$ cat config.mk
export PLATFORM = sky130hd
export DESIGN_NAME = ordered_deque_with_remove_top
export DESIGN_NICKNAME = d
export VERILOG_FILES = /design/src/rtl/odq_pkg.sv /design/src/rtl/odq_cell.sv /design/src/rtl/ordered_deque_with_remove_top.sv
export SDC_FILE = /design/constraint.sdc
export NUM_CORES = 2
export LEC_CHECK = 0
export BUFFER_PORTS_ARGS = -buffer_cell sky130_fd_sc_hd__buf_4
export CAP_MARGIN = 25
export CORE_MARGIN = 2
export CORE_UTILIZATION = 65
export CTS_BUF_LIST = sky130_fd_sc_hd__clkbuf_4 sky130_fd_sc_hd__clkbuf_8
export DETAILED_ROUTE_END_ITERATION = 8
export PLACE_DENSITY = 0.92
export SLEW_MARGIN = 20
export SYNTH_ARGS = -nofsm -noshare
export SYNTH_HDL_FRONTEND = slang
export SYNTH_HIERARCHICAL = 1
export SYNTH_SLANG_ARGS = --single-unit
$ cat constraint.sdc
create_clock -name clock -period 12.46 [get_ports clock]
set_input_delay 2.492 -clock clock [delete_from_list [all_inputs] [get_ports clock]]
set_output_delay 2.492 -clock clock [all_outputs]
set_load 0.02 [all_outputs]
$ cat src/rtl/odq_pkg.sv
`timescale 1ns / 1ps
package odq_pkg;

   localparam int DEPTH       = 16;
   localparam int VALUE_WIDTH = 32;
   localparam int COUNT_WIDTH = $clog2(DEPTH + 1);

   typedef logic [VALUE_WIDTH-1:0] value_type;
   typedef logic [COUNT_WIDTH-1:0] count_type;

   typedef enum logic [1:0] {
      CMD_PUSH_BACK  = 2'd0,
      CMD_PUSH_FRONT = 2'd1,
      CMD_POP_FRONT  = 2'd2,
      CMD_REMOVE     = 2'd3
   } cmd_type;

   typedef enum logic [1:0] {
      ST_OK        = 2'd0,
      ST_EMPTY     = 2'd1,
      ST_FULL      = 2'd2,
      ST_NOT_FOUND = 2'd3
   } status_type;

   typedef struct packed {
      logic [1:0]  cmd;
      logic [31:0] value_in;
   } req_type;

   typedef struct packed {
      logic [31:0] value_out;
      logic [1:0]  status;
      logic [4:0]  occupancy;
   } rsp_type;

   typedef struct packed {
      logic push_back;
      logic push_front;
      logic pop;
      logic remove;
   } op_type;

endpackage

$ cat src/rtl/odq_cell.sv
`timescale 1ns / 1ps
module odq_cell (
   input  logic               clock,
   input  odq_pkg::op_type    op,
   input  logic               occupied,
   input  logic               tail,
   input  odq_pkg::value_type key,
   input  odq_pkg::value_type prev_value,
   input  odq_pkg::value_type next_value,
   input  logic               hit_prior,
   output logic               hit_through,
   output odq_pkg::value_type value
);
   import odq_pkg::*;

   value_type data_ff;
   value_type data_in;

   assign hit_through = hit_prior | (occupied & (data_ff == key));
   assign value       = data_ff;

   always_comb begin
      data_in = data_ff;
      if (op.push_back && tail) begin
         data_in = key;
      end else if (op.push_front) begin
         data_in = prev_value;
      end else if (op.pop || (op.remove && hit_through)) begin
         data_in = next_value;
      end
   end

   always_ff @(posedge clock) begin
      data_ff <= data_in;
   end

endmodule

$ cat src/rtl/ordered_deque_with_remove_top.sv
`timescale 1ns / 1ps
// Ordered deque of tag values with remove-by-value.
// Input channel: a command transaction (req_data.cmd, req_data.value_in) is
// taken on a rising edge with start high and busy low. busy stays low, so a
// command may be issued in every cycle.
// Commands: push back, push front, pop front, remove the first entry equal to
// value_in while closing the gap.
// Result channel: one result per command, on rsp_data with rsp_strobe high for
// exactly one cycle, the cycle after the command is taken (one command per
// cycle). The receiver cannot stall; each result must be taken as it appears.
// The entries live in a row of cells; every cell compares its entry against
// the key in parallel, and all cells shift to or from their neighbors together.
// Status: ok, empty on pop, full on push (value dropped), not found on remove.
// value_out is zero unless status is ok. occupancy is the count afterwards.
// Reset (synchronous, active high) empties the deque and clears rsp_strobe;
// entry contents are not cleared and are never read before being written.
module ordered_deque_with_remove_top (
   input  logic             clock,
   input  logic             reset,
   input  logic             start,
   output logic             busy,
   input  odq_pkg::req_type req_data,
   output logic             rsp_strobe,
   output odq_pkg::rsp_type rsp_data
);
   import odq_pkg::*;

   count_type  count_ff;
   count_type  count_in;
   logic       strobe_ff;
   rsp_type    rsp_ff;
   rsp_type    rsp_in;

   logic       accept;
   logic       full;
   logic       empty;
   logic       found;
   value_type  key;
   logic [63:0] key_wide;
   logic [63:0] head_wide;
   logic [63:0] key_out_wide;
   op_type     op;

   value_type  cell_value [DEPTH];
   logic       hit_chain  [DEPTH+1];

   assign busy     = 1'b0;
   assign accept   = start & ~busy;
   assign full     = (count_ff == COUNT_WIDTH'(DEPTH));
   assign empty    = (count_ff == '0);
   assign key_wide = 64'(req_data.value_in);
   assign key      = key_wide[VALUE_WIDTH-1:0];
   assign found    = hit_chain[DEPTH];
   assign hit_chain[0] = 1'b0;

   assign head_wide    = 64'(cell_value[0]);
   assign key_out_wide = 64'(key);

   always_comb begin
      op = '0;
      if (accept) begin
         case (cmd_type'(req_data.cmd))
            CMD_PUSH_BACK:  op.push_back  = ~full;
            CMD_PUSH_FRONT: op.push_front = ~full;
            CMD_POP_FRONT:  op.pop        = ~empty;
            CMD_REMOVE:     op.remove     = found;
            default:        op            = '0;
         endcase
      end
   end

   genvar i;
   generate
      for (i = 0; i < DEPTH; i++) begin : g_cell
         odq_cell u_cell (
            .clock       (clock),
            .op          (op),
            .occupied    (count_ff > COUNT_WIDTH'(i)),
            .tail        (count_ff == COUNT_WIDTH'(i)),
            .key         (key),
            .prev_value  ((i == 0) ? key : cell_value[(i == 0) ? 0 : i-1]),
            .next_value  (cell_value[(i == DEPTH-1) ? i : i+1]),
            .hit_prior   (hit_chain[i]),
            .hit_through (hit_chain[i+1]),
            .value       (cell_value[i])
         );
      end
   endgenerate

   always_comb begin
      count_in = count_ff;
      rsp_in   = '0;
      if (op.push_back || op.push_front) begin
         count_in = count_ff + COUNT_WIDTH'(1);
      end else if (op.pop || op.remove) begin
         count_in = count_ff - COUNT_WIDTH'(1);
      end
      case (cmd_type'(req_data.cmd))
         CMD_PUSH_BACK, CMD_PUSH_FRONT: begin
            rsp_in.status    = full ? ST_FULL : ST_OK;
            rsp_in.value_out = full ? '0 : key_out_wide[31:0];
         end
         CMD_POP_FRONT: begin
            rsp_in.status    = empty ? ST_EMPTY : ST_OK;
            rsp_in.value_out = empty ? '0 : head_wide[31:0];
         end
         CMD_REMOVE: begin
            rsp_in.status    = found ? ST_OK : ST_NOT_FOUND;
            rsp_in.value_out = found ? key_out_wide[31:0] : '0;
         end
         default: begin
            rsp_in = '0;
         end
      endcase
      rsp_in.occupancy = 5'(count_in);
   end

   always_ff @(posedge clock) begin
      if (reset) begin
         count_ff  <= '0;
         strobe_ff <= 1'b0;
      end else begin
         count_ff  <= count_in;
         strobe_ff <= accept;
      end
   end

   always_ff @(posedge clock) begin
      if (accept) begin
         rsp_ff <= rsp_in;
      end
   end

   assign rsp_strobe = strobe_ff;
   assign rsp_data   = rsp_ff;

endmodule

==> results.py <==
metrics = {
    "run_status": {
        "status": "finished, final reports clean",
    },
    "cts": {
        "cts_max_path_buffers": 3,
        "htreeDepth": 3,
        "ctsResizeCount": 0,
        "cts.sinks": 557,
        "root_buffer": "clkbuf_8",
        "clk_pin_slew_worst_paths_ns": 0.06,
        "holdBufCountCts": 0,
        "cts_buffers": 93,
        "post_cts_buffers": 0,
        "cts_tree": "done",
        "clock_latency_ns": 0.70,
    },
    "global_route": {
        "grt_pass1_vias": 25220,
        "grt_use_total_pct": 31.48,
        "grt_pass1_wl_mm": 137.2,
        "antenna_found_initial": 3,
        "overflow": 0,
        "grt_max_degree": 141,
    },
    "logic_synthesis": {
        "synth-edff-count": 551,
        "syn_inst": 3272,
        "synth_common_cells": "edfxtp_1 (551), o21ai_0 (535), nand2_1 (527), mux2i_1 (513), xnor2_1 (416)",
        "synth_top_area_cell": "edfxtp_1",
        "netlist_area_um2": 34420,
        "yosys.area_share.simple_pct": 11.21,
        "synth_top_family_by_area": "multiplexers",
        "synth_area_per_cell_um2": 10.52,
        "synth_top_area_share_pct": 48.07,
        "yosys-top-cells-area": "edfxtp_1 (48%), mux2i_1 (15%), xnor2_1 (11%), o21ai_0 (7.8%), nand2_1 (5.7%)",
        "yosys_register_bits": 557,
        "muxShareOfSynthArea_pct": 14.92,
        "synth_ff_type": "edfxtp_1",
        "synth_most_common_cell": "edfxtp_1",
        "synth-xor-area-share_pct": 12.62,
        "synth_cell_types": 42,
        "synth-seq-area-share_pct": 48.42,
        "ys_warn_count": 6,
        "ys_async_sr_fraction_pct": 0,
        "synth_compound_area_share_pct": 9.458,
        "synthAdderAreaFrac_pct": 0.2181,
    },
    "setup_path": {
        "cp.required_ns": 12.81,
        "worst_path_max_delay_cell": "o21ai_2",
        "worstSetupStartpointType": "input pin",
        "path_class": "in -> reg",
        "crit_path_end_kind": "register",
        "cp.arrival_ns": 8.73,
        "cpMostUsedCell": "nand2b_1",
        "path_max_fanout": 34,
        "cp_slowest_stage_delay_ns": 0.75,
        "path_delay_family": "simple AND/OR/NAND/NOR gates",
        "worst-path-buf-inv": 4,
        "r2r_slack_ns": 5.56,
    },
    "drt": {
        "num_vias": 26150,
        "first_pass_iters": 8,
        "drcViolationCount": 0,
        "drt_wl_total_mm": 88.03,
        "postRouteAntennaNets": 0,
        "post_drt_via_cell_ratio": 6.464,
        "routedWlPerCell_um": 21.76,
        "drt_iter0_drc": 3151,
    },
    "power_and_ir_drop": {
        "ir_worst_vdd_mv": 0.07788,
        "power.density_nw_per_um2": 128.3,
        "p_leak_nw": 11.04,
    },
    "sta": {
        "fin_crit_ns": 8.376,
        "setup_viol": 0,
        "hold_viol": 0,
        "worst_pin_slew_ns": 1.100,
        "hold_ws_ns": 0.6761,
        "fmax_ghz": 0.1194,
        "maxSlewHeadroom_pct": 26.64,
        "finalMaxSlewViolations": 0,
        "clock_skew_ns": 0.04176,
        "setup_tns_ns": 0,
        "post-route-period-util_pct": 67.22,
        "rsz0062_at_grt": "false",
    },
    "floorplanning": {
        "die_w_um": 234.1,
        "ios": 78,
        "core_um2": 52450,
        "die_y_um": 234.1,
        "start_util_pct": 65.63,
        "die_area_um2": 54810,
        "fp-row-count": 84,
    },
    "placed_design": {
        "dp_hpwl_mm": 56.56,
        "place_congestion": 0.8951,
        "numPortBuffers": 76,
    },
    "flow_run": {
        "cap_violations": 0,
    },
    "cells_and_area": {
        "nFillCells": 3332,
        "drive_gt1_share_pct": 8.972,
        "syn_to_final_growth_pct": 7.885,
        "nNetsFinal": 3339,
    },
    "min_path": {
        "hold_class": "reg -> reg",
    },
}
flip-flops by register name (all words and copies together), names as in the netlist:
signal               count
count_ff                 5
g_cell.u_cell/value    512
rsp_data                39
rsp_strobe               1
cells in the final DEF, fill, tap and decap left out, types with 64 or more instances in the layout:
master    Yosys  layout
nand2_1     527     527
clkbuf_8      0      93
xor2_1       80      80
nor2_1       65      64
edfxtp_1    551     551
buf_4        33     113
nand4_1     113     113
xnor2_1     416     416
mux2i_1     513     513
o21ai_0     535     535
per-layer routing:
layer  GRT usage (%)  wire length, um
met4           11.31             2818
met3           5.824             7692
met2           53.32            43780
met5          0.8929               77
met1           40.48            33660
final cells by class:
class | instances | area (um^2) | area share (%)
inverters | 38 | 145.1 | 0.3908
clock buffers | 127 | 1535 | 4.134
clock inverters | 27 | 148.9 | 0.4010
multi-input cells | 2487 | 16790 | 45.23
well taps | 688 | 860.8 | 2.318
repair buffers | 119 | 975.9 | 2.628
diodes | 3 | 7.507 | 0.02022
flip-flops and latches | 557 | 16670 | 44.88
worst paths after layout:
check / to / start / depth (start not counted)
setup reg to reg: g_cell[1].u_cell/value[27]$_DFFE_PP_ / count_ff[1]$_SDFF_PP0_ / 26
hold / removal: rsp_data[26]$_DFFE_PP_ / g_cell[0].u_cell/value[19]$_DFFE_PP_ / 2
hold reg to reg: rsp_data[26]$_DFFE_PP_ / g_cell[0].u_cell/value[19]$_DFFE_PP_ / 2
setup / recovery: g_cell[1].u_cell/value[27]$_DFFE_PP_ / req_data[13] / 26
cells by family (layout without fill, tap and decap cells):
group,count (synthesis),count (layout)
and+or+nand+nor,857,857
AOI/OAI and AO/OA,612,612
DFF,557,557
muxes,513,513
xor gates and xnor gates,496,496
buffers and inverters,230,311
adders and majority gates,6,6
other,1,6
worst min-delay path, stage by stage (launching register included):
cell	delay, ns
edfxtp_1	0.40
a22oi_1	0.08
nor2_1	0.09
power breakdown:
part | switching, W | internal, W | total [W]
logic | 0.000447 | 0.000306 | 0.000753
registers | 0.000159 | 0.00229 | 0.00245
clock network | 0.000755 | 0.000810 | 0.00156
through the flow:
step	utilization [%]	instances	instance area, um^2	setup slack [ns]	total power, W
after floorplan	-	3274	34430	5.050	0.002935
after global placement	67.41	3885	35360	3.848	0.003170
after detailed placement	67.50	3887	35400	3.641	0.003208
after CTS	70.72	4041	37090	4.334	0.004752
after global routing	70.80	4044	37130	3.687	0.004913
final	70.81	4046	37130	4.084	0.004764
Note: power is estimated with default switching activity, not from simulation.
